## src/sv/tgrr_pkg.sv

```systemverilog
// Shared types, codes and constants for the three-group round-robin scheduler.
// Used by tgrr_engine and the top level; depends on nothing else.
package tgrr_pkg;

  localparam int PLAYER_SLOTS_DEF = 5;
  localparam int FIXED_SLOTS_DEF  = 15;

  localparam int BASE_W  = 13;
  localparam int POS_W   = 8;
  localparam int SEL_W   = 16;
  localparam int SLOT_W  = 4;
  localparam int GROUP_W = 2;
  localparam int MODE_W  = 2;
  localparam int STAT_W  = 2;
  localparam int CFG_IDX_W = 2;

  localparam logic [BASE_W-1:0] BASE_FIXED_RST = 13'd11;
  localparam logic [BASE_W-1:0] BASE_A_RST     = 13'd26;
  localparam logic [BASE_W-1:0] BASE_B_RST     = 13'd31;

  localparam logic [MODE_W-1:0] MODE_ADD_A  = 2'd0;
  localparam logic [MODE_W-1:0] MODE_ADD_B  = 2'd1;
  localparam logic [MODE_W-1:0] MODE_SELECT = 2'd2;
  localparam logic [MODE_W-1:0] MODE_KILL   = 2'd3;

  localparam logic [STAT_W-1:0] ST_OK   = 2'd0;
  localparam logic [STAT_W-1:0] ST_FULL = 2'd1;
  localparam logic [STAT_W-1:0] ST_NONE = 2'd2;

  localparam logic [GROUP_W-1:0] GRP_A     = 2'd0;
  localparam logic [GROUP_W-1:0] GRP_B     = 2'd1;
  localparam logic [GROUP_W-1:0] GRP_FIXED = 2'd2;

  localparam logic [CFG_IDX_W-1:0] REG_BASE_FIXED = 2'd0;
  localparam logic [CFG_IDX_W-1:0] REG_BASE_A     = 2'd1;
  localparam logic [CFG_IDX_W-1:0] REG_BASE_B     = 2'd2;

  typedef struct packed {
    logic [STAT_W-1:0]  status;
    logic [SEL_W-1:0]   selector;
    logic [GROUP_W-1:0] group;
    logic [SLOT_W-1:0]  slot;
    logic [POS_W-1:0]   task_x;
    logic [POS_W-1:0]   task_y;
  } result_t;

  typedef struct packed {
    logic [BASE_W-1:0] fixed;
    logic [BASE_W-1:0] a;
    logic [BASE_W-1:0] b;
  } bases_t;

  // Turn order is A, B, fixed, then back to A.
  function automatic logic [GROUP_W-1:0] next_group(input logic [GROUP_W-1:0] g);
    logic [GROUP_W-1:0] r;
    case (g)
      GRP_A:   r = GRP_B;
      GRP_B:   r = GRP_FIXED;
      default: r = GRP_A;
    endcase
    return r;
  endfunction

  // Built-in coordinates of the fixed group; slots past the table sit at the origin.
  function automatic logic [2*POS_W-1:0] fixed_pos(input logic [4:0] idx);
    logic [2*POS_W-1:0] p;  // {row, column}
    case (idx)
      5'd0:    p = {8'd2,  8'd10};
      5'd1:    p = {8'd3,  8'd55};
      5'd2:    p = {8'd6,  8'd29};
      5'd3:    p = {8'd9,  8'd71};
      5'd4:    p = {8'd13, 8'd39};
      5'd5:    p = {8'd16, 8'd3};
      5'd6:    p = {8'd17, 8'd52};
      5'd7:    p = {8'd19, 8'd70};
      5'd8:    p = {8'd22, 8'd37};
      5'd9:    p = {8'd26, 8'd18};
      5'd10:   p = {8'd31, 8'd7};
      5'd11:   p = {8'd30, 8'd56};
      5'd12:   p = {8'd34, 8'd33};
      5'd13:   p = {8'd35, 8'd74};
      5'd14:   p = {8'd42, 8'd47};
      default: p = '0;
    endcase
    return p;
  endfunction

endpackage

```

## src/sv/tgrr_pick.sv

```systemverilog
// Rotating priority encoder: finds the first alive slot after a cursor, with wraparound.
// Standalone; instantiated once per slot group by tgrr_engine.
module tgrr_pick #(
  parameter int N  = 5,
  parameter int IW = 3
) (
  input  logic [N-1:0]  alive,
  input  logic [IW-1:0] cursor,
  output logic          found,
  output logic [IW-1:0] idx
);

  logic [N-1:0]  above;
  logic          hi_found;
  logic [IW-1:0] hi_idx;
  logic [IW-1:0] lo_idx;

  always_comb begin
    for (int i = 0; i < N; i++) begin
      above[i] = alive[i] && (IW'(i) > cursor);
    end
  end

  // Scanning downward leaves the lowest set position in the index.
  always_comb begin
    hi_idx = '0;
    lo_idx = '0;
    for (int i = N - 1; i >= 0; i--) begin
      if (above[i]) begin
        hi_idx = IW'(i);
      end
      if (alive[i]) begin
        lo_idx = IW'(i);
      end
    end
  end

  assign hi_found = |above;
  assign found    = |alive;
  assign idx      = hi_found ? hi_idx : lo_idx;

endmodule

```

## src/sv/tgrr_engine.sv

```systemverilog
// Scheduler state (alive masks, cursors, turn, stored positions) and the
// step logic for add, select-next and kill. Depends on tgrr_pkg and tgrr_pick.
module tgrr_engine #(
  parameter int PLAYER_SLOTS = tgrr_pkg::PLAYER_SLOTS_DEF,
  parameter int FIXED_SLOTS  = tgrr_pkg::FIXED_SLOTS_DEF
) (
  input  logic                        clk,
  input  logic                        rst,
  input  logic                        fire,
  input  logic [tgrr_pkg::MODE_W-1:0] mode,
  input  logic [tgrr_pkg::POS_W-1:0]  pos_x,
  input  logic [tgrr_pkg::POS_W-1:0]  pos_y,
  input  tgrr_pkg::bases_t            bases,
  output tgrr_pkg::result_t           res
);
  import tgrr_pkg::*;

  localparam int PIW = (PLAYER_SLOTS > 1) ? $clog2(PLAYER_SLOTS) : 1;
  localparam int FIW = (FIXED_SLOTS > 1) ? $clog2(FIXED_SLOTS) : 1;
  localparam int SW  = (PIW > FIW) ? PIW : FIW;

  logic [GROUP_W-1:0]      turn_group;
  logic [PIW-1:0]          cursor_a;
  logic [PIW-1:0]          cursor_b;
  logic [FIW-1:0]          cursor_fixed;
  logic [PLAYER_SLOTS-1:0] alive_a;
  logic [PLAYER_SLOTS-1:0] alive_b;
  logic [FIXED_SLOTS-1:0]  alive_fixed;
  logic [POS_W-1:0]        pos_a_x [PLAYER_SLOTS];
  logic [POS_W-1:0]        pos_a_y [PLAYER_SLOTS];
  logic [POS_W-1:0]        pos_b_x [PLAYER_SLOTS];
  logic [POS_W-1:0]        pos_b_y [PLAYER_SLOTS];

  logic           found_a, found_b, found_f;
  logic [PIW-1:0] pick_a, pick_b;
  logic [FIW-1:0] pick_f;

  tgrr_pick #(.N(PLAYER_SLOTS), .IW(PIW)) u_pick_a (
    .alive(alive_a), .cursor(cursor_a), .found(found_a), .idx(pick_a)
  );
  tgrr_pick #(.N(PLAYER_SLOTS), .IW(PIW)) u_pick_b (
    .alive(alive_b), .cursor(cursor_b), .found(found_b), .idx(pick_b)
  );
  tgrr_pick #(.N(FIXED_SLOTS), .IW(FIW)) u_pick_f (
    .alive(alive_fixed), .cursor(cursor_fixed), .found(found_f), .idx(pick_f)
  );

  // Lowest free slot of each player group, for add.
  logic [PIW-1:0] free_a, free_b;
  logic           full_a, full_b;

  always_comb begin
    free_a = '0;
    free_b = '0;
    for (int i = PLAYER_SLOTS - 1; i >= 0; i--) begin
      if (!alive_a[i]) begin
        free_a = PIW'(i);
      end
      if (!alive_b[i]) begin
        free_b = PIW'(i);
      end
    end
  end

  assign full_a = &alive_a;
  assign full_b = &alive_b;

  // Select-next group: first with an alive slot after the turn, turn group last.
  logic [GROUP_W-1:0] sel_group;
  logic               sel_any;

  always_comb begin
    logic [GROUP_W-1:0] g;
    logic               has;
    g         = turn_group;
    sel_group = GRP_A;
    sel_any   = 1'b0;
    for (int k = 0; k < 3; k++) begin
      g = next_group(g);
      case (g)
        GRP_A:   has = found_a;
        GRP_B:   has = found_b;
        default: has = found_f;
      endcase
      if (!sel_any && has) begin
        sel_any   = 1'b1;
        sel_group = g;
      end
    end
  end

  // One read address per player position array.
  logic [PIW-1:0]     rd_a, rd_b;
  logic [2*POS_W-1:0] fpos_pick, fpos_cur;

  assign rd_a      = (mode == MODE_KILL) ? cursor_a : pick_a;
  assign rd_b      = (mode == MODE_KILL) ? cursor_b : pick_b;
  assign fpos_pick = fixed_pos(5'(pick_f));
  assign fpos_cur  = fixed_pos(5'(cursor_fixed));

  // Result of the current request.
  logic               hit;
  logic [GROUP_W-1:0] g_out;
  logic [SW-1:0]      s_out;
  logic [POS_W-1:0]   x_out, y_out;
  logic [STAT_W-1:0]  st_out;
  logic [BASE_W-1:0]  base_out;
  logic               kill_alive;

  always_comb begin
    st_out     = ST_OK;
    hit        = 1'b0;
    g_out      = GRP_A;
    s_out      = '0;
    x_out      = '0;
    y_out      = '0;
    kill_alive = 1'b0;
    case (mode)
      MODE_ADD_A: begin
        g_out = GRP_A;
        if (full_a) begin
          st_out = ST_FULL;
        end else begin
          hit   = 1'b1;
          s_out = SW'(free_a);
          x_out = pos_x;
          y_out = pos_y;
        end
      end
      MODE_ADD_B: begin
        g_out = GRP_B;
        if (full_b) begin
          st_out = ST_FULL;
        end else begin
          hit   = 1'b1;
          s_out = SW'(free_b);
          x_out = pos_x;
          y_out = pos_y;
        end
      end
      MODE_SELECT: begin
        if (!sel_any) begin
          st_out = ST_NONE;
        end else begin
          hit   = 1'b1;
          g_out = sel_group;
          case (sel_group)
            GRP_A: begin
              s_out = SW'(pick_a);
              x_out = pos_a_x[rd_a];
              y_out = pos_a_y[rd_a];
            end
            GRP_B: begin
              s_out = SW'(pick_b);
              x_out = pos_b_x[rd_b];
              y_out = pos_b_y[rd_b];
            end
            default: begin
              s_out = SW'(pick_f);
              x_out = fpos_pick[POS_W-1:0];
              y_out = fpos_pick[2*POS_W-1:POS_W];
            end
          endcase
        end
      end
      default: begin
        // Kill acts on the cursor slot of the group holding the turn.
        g_out = turn_group;
        case (turn_group)
          GRP_A: begin
            s_out      = SW'(cursor_a);
            kill_alive = alive_a[cursor_a];
            x_out      = pos_a_x[rd_a];
            y_out      = pos_a_y[rd_a];
          end
          GRP_B: begin
            s_out      = SW'(cursor_b);
            kill_alive = alive_b[cursor_b];
            x_out      = pos_b_x[rd_b];
            y_out      = pos_b_y[rd_b];
          end
          default: begin
            s_out      = SW'(cursor_fixed);
            kill_alive = alive_fixed[cursor_fixed];
            x_out      = fpos_cur[POS_W-1:0];
            y_out      = fpos_cur[2*POS_W-1:POS_W];
          end
        endcase
        hit    = kill_alive;
        st_out = kill_alive ? ST_OK : ST_NONE;
      end
    endcase
  end

  always_comb begin
    case (g_out)
      GRP_A:   base_out = bases.a;
      GRP_B:   base_out = bases.b;
      default: base_out = bases.fixed;
    endcase
  end

  always_comb begin
    res.status   = st_out;
    res.selector = hit ? {base_out + BASE_W'(s_out), 3'b000} : '0;
    res.group    = g_out;
    res.slot     = SLOT_W'(s_out);
    res.task_x   = x_out;
    res.task_y   = y_out;
  end

  // State update, taken when the request moves into the result register.
  always_ff @(posedge clk) begin
    if (rst) begin
      turn_group   <= GRP_FIXED;
      cursor_a     <= '0;
      cursor_b     <= '0;
      cursor_fixed <= '0;
      alive_a      <= '0;
      alive_b      <= '0;
      alive_fixed  <= '1;
      for (int i = 0; i < PLAYER_SLOTS; i++) begin
        pos_a_x[i] <= '0;
        pos_a_y[i] <= '0;
        pos_b_x[i] <= '0;
        pos_b_y[i] <= '0;
      end
    end else if (fire) begin
      case (mode)
        MODE_ADD_A: begin
          if (!full_a) begin
            alive_a[free_a] <= 1'b1;
            pos_a_x[free_a] <= pos_x;
            pos_a_y[free_a] <= pos_y;
          end
        end
        MODE_ADD_B: begin
          if (!full_b) begin
            alive_b[free_b] <= 1'b1;
            pos_b_x[free_b] <= pos_x;
            pos_b_y[free_b] <= pos_y;
          end
        end
        MODE_SELECT: begin
          if (sel_any) begin
            turn_group <= sel_group;
            case (sel_group)
              GRP_A:   cursor_a     <= pick_a;
              GRP_B:   cursor_b     <= pick_b;
              default: cursor_fixed <= pick_f;
            endcase
          end
        end
        default: begin
          case (turn_group)
            GRP_A:   alive_a[cursor_a]         <= 1'b0;
            GRP_B:   alive_b[cursor_b]         <= 1'b0;
            default: alive_fixed[cursor_fixed] <= 1'b0;
          endcase
        end
      endcase
    end
  end

endmodule

```

## src/sv/three_group_round_robin_task_scheduler.sv

```systemverilog
// Three-group round-robin task scheduler: accepts one request per clock unless in_stall is
// raised. A request passes the input register, then the result register, where out_valid
// rises with its result; out_stall can hold it in the input register between the two.
// The whole add, select-next or kill step is one pass of priority encoders between the
// two registers, so the rate is one request per cycle whenever the output is not stalled.
// Depends on tgrr_pkg and tgrr_engine.
module three_group_round_robin_task_scheduler #(
  parameter int PLAYER_SLOTS = tgrr_pkg::PLAYER_SLOTS_DEF,
  parameter int FIXED_SLOTS  = tgrr_pkg::FIXED_SLOTS_DEF
) (
  input  logic                           clk,
  input  logic                           rst,
  input  logic                           cfg_we,
  input  logic [tgrr_pkg::CFG_IDX_W-1:0] cfg_index,
  input  logic [tgrr_pkg::BASE_W-1:0]    cfg_data,
  input  logic                           in_valid,
  output logic                           in_stall,
  input  logic [tgrr_pkg::MODE_W-1:0]    mode,
  input  logic [tgrr_pkg::POS_W-1:0]     pos_x,
  input  logic [tgrr_pkg::POS_W-1:0]     pos_y,
  output logic                           out_valid,
  input  logic                           out_stall,
  output logic [tgrr_pkg::STAT_W-1:0]    status,
  output logic [tgrr_pkg::SEL_W-1:0]     selector,
  output logic [tgrr_pkg::GROUP_W-1:0]   group,
  output logic [tgrr_pkg::SLOT_W-1:0]    slot,
  output logic [tgrr_pkg::POS_W-1:0]     task_x,
  output logic [tgrr_pkg::POS_W-1:0]     task_y
);
  import tgrr_pkg::*;

  bases_t            bases;
  logic              in_full;
  logic [MODE_W-1:0] mode_r;
  logic [POS_W-1:0]  x_r, y_r;
  logic              out_full;
  result_t           res;
  result_t           res_r;
  logic              advance;

  always_ff @(posedge clk) begin
    if (rst) begin
      bases.fixed <= BASE_FIXED_RST;
      bases.a     <= BASE_A_RST;
      bases.b     <= BASE_B_RST;
    end else if (cfg_we) begin
      case (cfg_index)
        REG_BASE_FIXED: bases.fixed <= cfg_data;
        REG_BASE_A:     bases.a     <= cfg_data;
        REG_BASE_B:     bases.b     <= cfg_data;
        default: ;
      endcase
    end
  end

  // A held request moves on when the result register is empty or being drained.
  assign advance  = in_full && (!out_full || !out_stall);
  assign in_stall = in_full && !advance;

  always_ff @(posedge clk) begin
    if (rst) begin
      in_full <= 1'b0;
    end else if (!in_stall) begin
      in_full <= in_valid;
    end
  end

  always_ff @(posedge clk) begin
    if (!in_stall && in_valid) begin
      mode_r <= mode;
      x_r    <= pos_x;
      y_r    <= pos_y;
    end
  end

  tgrr_engine #(.PLAYER_SLOTS(PLAYER_SLOTS), .FIXED_SLOTS(FIXED_SLOTS)) u_engine (
    .clk   (clk),
    .rst   (rst),
    .fire  (advance),
    .mode  (mode_r),
    .pos_x (x_r),
    .pos_y (y_r),
    .bases (bases),
    .res   (res)
  );

  always_ff @(posedge clk) begin
    if (rst) begin
      out_full <= 1'b0;
    end else if (advance) begin
      out_full <= 1'b1;
    end else if (!out_stall) begin
      out_full <= 1'b0;
    end
  end

  always_ff @(posedge clk) begin
    if (advance) begin
      res_r <= res;
    end
  end

  assign out_valid = out_full;
  assign status    = res_r.status;
  assign selector  = res_r.selector;
  assign group     = res_r.group;
  assign slot      = res_r.slot;
  assign task_x    = res_r.task_x;
  assign task_y    = res_r.task_y;

endmodule
```

## config.mk

```make
export PLATFORM = sky130hd
export DESIGN_NAME = three_group_round_robin_task_scheduler
export DESIGN_NICKNAME = d
export VERILOG_FILES = /design/src/sv/tgrr_pkg.sv /design/src/sv/tgrr_pick.sv /design/src/sv/tgrr_engine.sv /design/src/sv/three_group_round_robin_task_scheduler.sv
export SDC_FILE = /design/constraint.sdc
export NUM_CORES = 1
export LEC_CHECK = 0
export BUFFER_PORTS_ARGS = -buffer_cell sky130_fd_sc_hd__clkbuf_2
export CORE_UTILIZATION = 35
export CTS_BUF_LIST = sky130_fd_sc_hd__clkbuf_4
export DETAILED_ROUTE_END_ITERATION = 8
export SYNTH_ARGS = -nofsm -noshare
export SYNTH_HDL_FRONTEND = slang
export SYNTH_SLANG_ARGS = --single-unit
export TNS_END_PERCENT = 10
```

## constraint.sdc

```tcl
create_clock -name clk -period 5.51 [get_ports clk]
set_clock_uncertainty 0.1 [all_clocks]
set_input_delay 0.551 -clock clk [delete_from_list [all_inputs] [get_ports clk]]
set_output_delay 0.551 -clock clk [all_outputs]
set_load 0.005 [all_outputs]
```

* Word level (Yosys, flattened, before mapping) *
Memories as Yosys holds them, arrays and structs flattened. A register that Yosys moved wholly into a read port is not among the register bits.
Cells that the tools add are included.

word-level totals
  register bits = 136
  bits in latches = 0
  RAM bits = 160
  memory bits (read-only) = 416
  bits of input ports = 38
  memories kept = 6

operators by class
  $add $sub $neg = 1
  multipliers = 0
  div/mod/pow operators = 0
  order comparisons = 35
  equality and inequality tests = 14
  shift operators = 0
  muxes and demuxes = 157
  bitwise gates (word level) = 13
  reduce and logical (&&, ||, !) cells = 79

memories
  memory            words  width  read ports  clocked after Yosys merged registers in  write ports  line               RTL
  (no name shown)   16     13     1           1                                        0            tgrr_pkg.sv:67     case (idx)
  (no name shown)   16     13     1           0                                        0            tgrr_pkg.sv:67
  u_engine.pos_a_x  5      8      1           0                                        5            tgrr_engine.sv:29  logic [POS_W-1:0] pos_a_x [PLAYER_SLOTS];
  u_engine.pos_a_y  5      8      1           0                                        5            tgrr_engine.sv:30  logic [POS_W-1:0] pos_a_y [PLAYER_SLOTS];
  u_engine.pos_b_x  5      8      1           0                                        5            tgrr_engine.sv:31  logic [POS_W-1:0] pos_b_x [PLAYER_SLOTS];
  u_engine.pos_b_y  5      8      1           0                                        5            tgrr_engine.sv:32  logic [POS_W-1:0] pos_b_y [PLAYER_SLOTS];

operators by type and width
  kind                                                                            number
  4-bit two-way mux                                                               34
  3-bit two-way mux                                                               40
  8-bit two-way mux                                                               10
  8-bit one-hot mux with 2 select lines                                           4
  8-bit one-hot mux with 3 select lines                                           2
  1-bit logical AND                                                               35
  1-bit two-way mux                                                               33
  8-bit OR reduction                                                              4
  15-bit OR reduction                                                             2
  4-bit greater-than comparator, first input constant                             7
  13-bit one-hot mux with 2 select lines                                          1
  5-bit two-way mux                                                               4
  5-bit one-hot mux with 2 select lines                                           2
  4-bit AND reduction                                                             5
  5-bit OR reduction                                                              4
  2-bit by 1-bit == test with 1-bit output, second input constant                 8
  3-bit by 4-bit greater-than comparator with 1-bit output, first input constant  4
  2-bit zero test                                                                 8
  3-bit by 4-bit < comparator with 1-bit output, second input constant            4
  4-bit one-hot mux with 2 select lines                                           2
  15-bit bitwise AND                                                              1
  15-bit NOT                                                                      1
  13-bit by 4-bit adder with 13-bit output                                        1
  1-bit demux with 3-bit select                                                   4
  32 further kinds                                                                79

* Logic depth before layout (Yosys ltp) *
Gate-level depths: netlist of run 1.

  depth in word-level cells = 22
  depth in mapped cells = 20

* Modules after synthesis *
Synthesis of run 1 repeated with hierarchy kept, for this count alone.

second synthesis, totals
  cell total of the unflattened synthesis = 1589
  area, all modules = 19855.3 µm²

modules (own cells, without submodules)
  module                                  instances  cells an instance  area an instance (µm²)
  tgrr_engine                             1          1239               15637.5
  three_group_round_robin_task_scheduler  1          216                3388.2
  tgrr_pick at u_engine.u_pick_f          1          94                 546.8
  tgrr_pick at u_engine.u_pick_a ...      2          20                 141.4

* Least setup slack after synthesis of run 1 *
No wires, ideal clock.

  kind = flip-flop to flip-flop
  from = reg u_engine.alive_fixed[5]
  to = reg res_r (netlist bit selector[14]), data pin
  setup time = 266 ps
  arrival time = 4150 ps
  data required time = 5144 ps
  slack = 994 ps
  stages on the path, launching flop included = 21
  path through = dfxtp_1 > buf_6 > or4_4 > or4b_1 > buf_4 > a211oi_2 > o22ai_1 > nand2_1 > o221ai_1 > a21oi_1 > nor4_1 > a21oi_1 > ha_1 > a21o_1 > a21oi_1 > inv_1 > a21oi_1 > a211oi_1 > nand4_1 > xor2_1 > nor2_1

RTL lines
  what                             line                                          RTL
  start, declared                  tgrr_engine.sv:28                             logic [FIXED_SLOTS-1:0] alive_fixed;
  start signal, assigned           tgrr_engine.sv:221                            alive_fixed <= '1;
  start signal, assigned by index  tgrr_engine.sv:258                            default: alive_fixed[cursor_fixed] <= 1'b0;
  end signal, assigned             three_group_round_robin_task_scheduler.sv:99  res_r <= res;
  end, declared                    three_group_round_robin_task_scheduler.sv:38  result_t res_r;

==> impl_metrics.toml, run 1 <==
[final_layout]
final_layout_size_suffix_gt1_share_pct = 16.5
layout_common_cells = "edfxtp_1, nand2_1, clkbuf_4, and2_1, a21oi_1"
seq_area_mm2 = 0.0112
fin_nets = 2253
area_growth_pct = 17.1
layout_commonest_cell = "edfxtp_1"
multiInputGateArea_mm2 = 0.00876
n_fill_cell = 5516
final_cell_area_mm2 = 0.0237

[critical_path]
critPathKind = "flop to flop"
crit_family = "simple AND/OR/NAND/NOR gates"
cp.required_ps = 5950
worstSetupStartpointType = "flop"
cp_max_fo = 9
path_cells = "or4_1 > or4b_1 > a211oi_2 > o22ai_1 > o221ai_1 > a21oi_1 > nor4_1 > a21oi_2 > ha_1 > a21o_1 > a21oi_1 > inv_1 > a21oi_1 > a211oi_1 > nand4_1 > xor2_1 > nor2_1"
crit_arrival_ps = 5570
max_stage_delay_ps = 750
critPathSlowestCell = "or4b_1"
critPathBufInv = 1
cp_common_cell = "a21oi_1"
crit_path_end_kind = "flop"

[job]
cap_violations = 0

[global_routing]
grt_use_met1_pct = 27.0
grt_pass1_vias = 15800
overflow = 0
antenna_found_initial = 4
busiest_layer = "met2"
use_met2_pct = 32.4
grt_pass1_wl_um = 92000
grt_max_degree = 54
grt_use_total_pct = 20.3
grt.met3_usage_pct = 3.69

[yosys]
synth.avg_cell_area_um2 = 10.4
ys_seq_area_share_pct = 55.2
synth.largest_area_cell = "edfxtp_1"
synth-seq-cells = 402
synth_edf_count = 311
netlist.area_leader.share_pct = 46.2
synth_cells = 1954
synth_flop_cell = "edfxtp_1"
ys_warn_count = 0
syn-cell-area_mm2 = 0.0202
synth_cell_types = 97
ys_async_sr_fraction_pct = 0
synthTopCellsByArea = "edfxtp_1, dfxtp_1, nand2_1"

[floorplan]
row_count = 87
io_pins = 80
start_util_pct = 35.7
core_area_mm2 = 0.0567
die_area_mm2 = 0.0588
dieHeight_um = 242
die_w_um = 242

[cts]
clkSinkCount = 402
cts_tree = "yes"
clock_path_buffers = 3
cts-root-buf = "clkbuf_4"
clk_pin_slew_worst_paths_ps = 70
clk_latency_ps = 890
htree_levels = 3
cts_buffers = 108

[placed_design]
place_area_mm2 = 0.0219
io_buffers = 76
place_congestion = 0.928
dp_worst_setup_slack_ps = 364
hpwl_um = 39600

[drt]
drt_iter0_drc = 1320
ant_nets = 0
routed_wirelength_um = 60200
drc_errors = 0
vias_per_cell = 5.36
dr.pass1.iters = 6
vias = 16300
wl_per_cell_um = 19.8

[sta]
worst_slew_pin_slew_ps = 1160
period_share_pct = 93.0
hold_viol = 0
min_period_ps = 5130
setup_violations = 0
drv_slew = 0
finalWorstSetupSlack_ps = 383
max-slew-margin-rel_pct = 22.1
tns_ps = 0
fin_hold_ws_ps = 112
rsz0062_at_grt = "false"
max_freq_mhz = 195

[power_and_ir_drop]
power_leakage_nw = 8.97
vdd.ir_drop.worst_uv = 176
powerDensity_mw_per_mm2 = 284

[hold_path]
hold_path.class = "primary input to flop"

[outcome]
status = "finished, final reports clean"
worst register-to-register path, delay by kind of cell, from the launching register on:
family | cells | cell delay [ps]
flip-flops | 1 | 350
buffers and inverters | 1 | 80
XOR/XNOR | 1 | 150
AND/OR/NAND/NOR | 5 | 1950
AO/OA/AOI/OAI | 9 | 1890
adder cells (fa/ha/maj) | 1 | 330
registers in the layout, summed over array words and instances (netlist names), 13 cells and up:
name / flops
u_engine.alive_fixed: 15
selector: 13
u_engine.fpos_cur: 13
u_engine.pos_a_y: 64
u_engine.pos_a_x: 64
bases: 39
u_engine.pos_b_y: 64
u_engine.pos_b_x: 64
final timing paths:
| kind | start | to | slack [ps] | cells past startpoint |
|---|---|---|---|---|
| setup reg to reg | u_engine.alive_fixed[2] | selector[14] | 380 | 17 |
| hold reg to reg | bases[23] | bases[23] | 360 | 2 |
| setup / recovery | u_engine.alive_fixed[2] | selector[14] | 380 | 17 |
| hold / removal | cfg_index[1] | bases[34] | 110 | 4 |
power by group:
group / internal (mW) / switching, mW / total, mW
logic: 0.174 / 0.330 / 0.504
clock network: 1.43 / 1.33 / 2.76
registers: 3.40 / 0.0561 / 3.46
cell families after synthesis:
kind of cell,share of synthesized area (%)
xor gates and xnor gates,0.390
adders and majority gates,1.58
and+or+nand+nor,19.7
buffers and inverters,3.72
muxes,4.81
DFF,55.2
other,0.0185
AOI/OAI and AO/OA,14.6
cell usage after synthesis (6+ instances only):
library cell  number
o21ai_0           63
mux4_2             6
mux2i_1           71
a21oi_1          123
a21boi_0           8
nor3_1            23
and3_1            39
ha_1              24
nor2b_1           18
o221ai_1           6
o211ai_1           8
clkbuf_1         109
a31oi_1           24
nand2_1          287
a311oi_1          11
o22a_1             6
a211oi_1          33
a32oi_1           14
o31ai_1           10
a2111oi_0          8
and2_1           146
o22ai_1           11
nor2_1           115
nand2b_1           9
nand3b_1          16
or2_2             12
nor3b_1            6
inv_1             36
or3_1              6
buf_2             15
nand4_1           13
edfxtp_1         311
a21o_1            24
nand3_1           86
dfxtp_1           91
buf_1             16
mux2_2             8
a221oi_1          13
nor4_1             7
metrics by stage:
stage                     util [%]  std cells  power, mW
after detailed placement      38.6       2802       4.00
after CTS                     41.8       3041       6.80
final                         41.8       3043       6.72
after global placement        38.6       2802       3.99
after global routing          41.8       3043       7.01
after floorplan                  -       2052       3.80
metal layers:
metal  vias up  wire (um)
li1       7609          -
met3       127       3830
met5         -          0
met1      7910      26200
met4         0       1970
met2       655      28200
area by class of cell:
cell class / instances / share of cell area [%]
diodes: 2 / 0.0211
clock buffers: 158 / 5.01
clock inverters: 47 / 1.15
inverters: 41 / 0.650
multi-input cells: 1462 / 37.0
flip-flops and latches: 402 / 47.1
well taps: 756 / 3.99
repair buffers: 175 / 5.10
what timing repair did:
item                                   4_1_cts  5_1_grt
resized for setup                            0        1
setup endpoints to repair                    0        3
setup buffers                                0        0
hold buffers                                34        0
endpoints found under the hold margin       59        0
Power figures use the tool's default switching activity.
==> run 2: changes to the inputs <==
--- a/config.mk
+++ b/config.mk
@@ -7,4 +7,5 @@
 export LEC_CHECK = 0
 export BUFFER_PORTS_ARGS = -buffer_cell sky130_fd_sc_hd__clkbuf_2
+export CORE_MARGIN = 2
 export CORE_UTILIZATION = 35
 export CTS_BUF_LIST = sky130_fd_sc_hd__clkbuf_4
==> constraint.sdc (replaced) <==
create_clock -name clk -period 5.51 [get_ports clk]
set_clock_uncertainty 0.1 [all_clocks]
set_input_delay 0 -clock clk [delete_from_list [all_inputs] [get_ports clk]]
set_output_delay 0 -clock clk [all_outputs]
set_load 0.005 [all_outputs]
==> run 2 against run 1 <==
  * Power shrank 2.4%
  * Flip-flop and latch count unchanged
  * Die area is 1.7% higher
  * Final cell count is 1.9% higher
  * Maximum frequency fell by 1.2%
  * Register-to-register slack worse by 60 ps
  * Via count rose by 1.3%
  * Routed wire length increased by 2.2%
  * Worst hold slack gained 130 ps
  * Sequential share of layout area down 0.85 points
  * Sequential power is essentially flat
  * Critical path type unchanged
  * Largest cell class unchanged
  * Highest routed layer unchanged
==> impl_metrics.toml, run 2 (synthesized netlist as in run 1, its figures left out) <==
[outcome]
status = "finished, final reports clean"

[power_and_ir_drop]
power_mw = 6.56
power_leakage_nw = 9.15
powerDensity_mw_per_mm2 = 272
vdd.ir_drop.worst_uv = 199

[cts]
cts_tree = "yes"
clkSinkCount = 402
clk_pin_slew_worst_paths_ps = 80
clk_latency_ps = 890
cts_buffers = 109
cts-root-buf = "clkbuf_4"
htree_levels = 3
clock_path_buffers = 3

[floorplan]
io_pins = 80
die_area_mm2 = 0.0598
start_util_pct = 35.2
dieHeight_um = 244
die_w_um = 244
row_count = 88
core_area_mm2 = 0.0575

[final_layout]
n_fill_cell = 5645
fin_cells = 3102
layout_commonest_cell = "edfxtp_1"
layout_common_cells = "edfxtp_1, nand2_1, clkbuf_4, and2_1, a21oi_1"
fin_util_pct = 42.0
final_layout_size_suffix_gt1_share_pct = 15.6
fin_nets = 2306
area_growth_pct = 19.2

[drt]
dr.pass1.iters = 5
drt_iter0_drc = 1191
vias_per_cell = 5.32
wl_per_cell_um = 19.8
drc_errors = 0
ant_nets = 0
vias = 16500
routed_wirelength_um = 61500

[sta]
max-slew-margin-rel_pct = 22.1
max_freq_mhz = 193
setup_violations = 0
rsz0062_at_grt = "false"
fin_hold_ws_ps = 245
worst_slew_pin_slew_ps = 1160
drv_slew = 0
min_period_ps = 5190
period_share_pct = 94.2
hold_viol = 0
tns_ps = 0

[placed_design]
hpwl_um = 39800
place_congestion = 0.899
io_buffers = 76
placed_cells = 2808

[critical_path]
critPathKind = "flop to flop"
crit_arrival_ps = 5660
cp.required_ps = 5980
cp_max_fo = 9
crit_path_end_kind = "flop"
worstSetupStartpointType = "flop"

[global_routing]
grt_use_total_pct = 20.5
grt_pass1_vias = 16400
overflow = 0
grt_pass1_wl_um = 94400
antenna_found_initial = 2
grt_max_degree = 57

[job]
cap_violations = 0

[hold_path]
hold_path.class = "primary input to flop"
[run 2: layout make-up]
class / count / area, um2 / area share (%)
inverters: 41 / 154 / 0.638
repair buffers: 227 / 1750 / 7.25
diodes: 4 / 10.0 / 0.0415
well taps: 765 / 957 / 3.97
multi-input cells: 1462 / 8740 / 36.2
flip-flops and latches: 402 / 11200 / 46.3
clock inverters: 53 / 240 / 0.996
clock buffers: 148 / 1110 / 4.61
[run 2: stage by stage]
| step | cell area, um2 | setup WS [ps] |
|---|---|---|
| after CTS | 24100 | 288 |
| after floorplan | 20600 | 994 |
| after global routing | 24100 | 52.8 |
| final | 24100 | 320 |
| after detailed placement | 21900 | 320 |
| after global placement | 21900 | 407 |
[run 2: final timing paths]
check,from,endpoint,slack [ps],cells past startpoint
setup / recovery,u_engine.alive_fixed[2],selector[14],320,18
hold / removal,cfg_index[0],bases[26],250,5
setup reg to reg,u_engine.alive_fixed[2],selector[14],320,18
hold reg to reg,bases[6],bases[6],350,2
[run 2: power by group]
group          total (mW)  switching (mW)  internal, mW
sequential           3.46          0.0620          3.40
clock                2.58            1.31          1.27
combinational       0.520           0.328         0.193
[run 2: per-layer routing]
metal	track usage (%)	share of wire (%)	wire length, um	vias up
met5	0	0	0	-
met4	8.73	3.5	2130	0
met3	4.19	6.1	3760	147
met2	33.6	48	29300	643
met1	26.2	43	26400	7989
li1	-	-	-	7737
[run 2: critical path, cell delays in order, from the launching register on]
cell and delay, ps:
dfxtp_1 360, or4_1 620, or4b_1 760, a211oi_2 380, o22ai_2 260, nand2_1 160, o221ai_1 130, a21oi_1 250
nor4_1 90, a21oi_1 340, ha_1 300, a21o_1 160, a21oi_1 230, inv_1 70, a21oi_1 220, a211oi_1 110
nand4_1 140, xor2_1 160, nor2_1 50
[run 2: what timing repair did]
item                                    CTS  global route
hold endpoints to repair                 92             0
resized for setup                         0             1
hold buffers                             89             0
endpoints found under the setup margin    0             3
setup buffers                             0             0
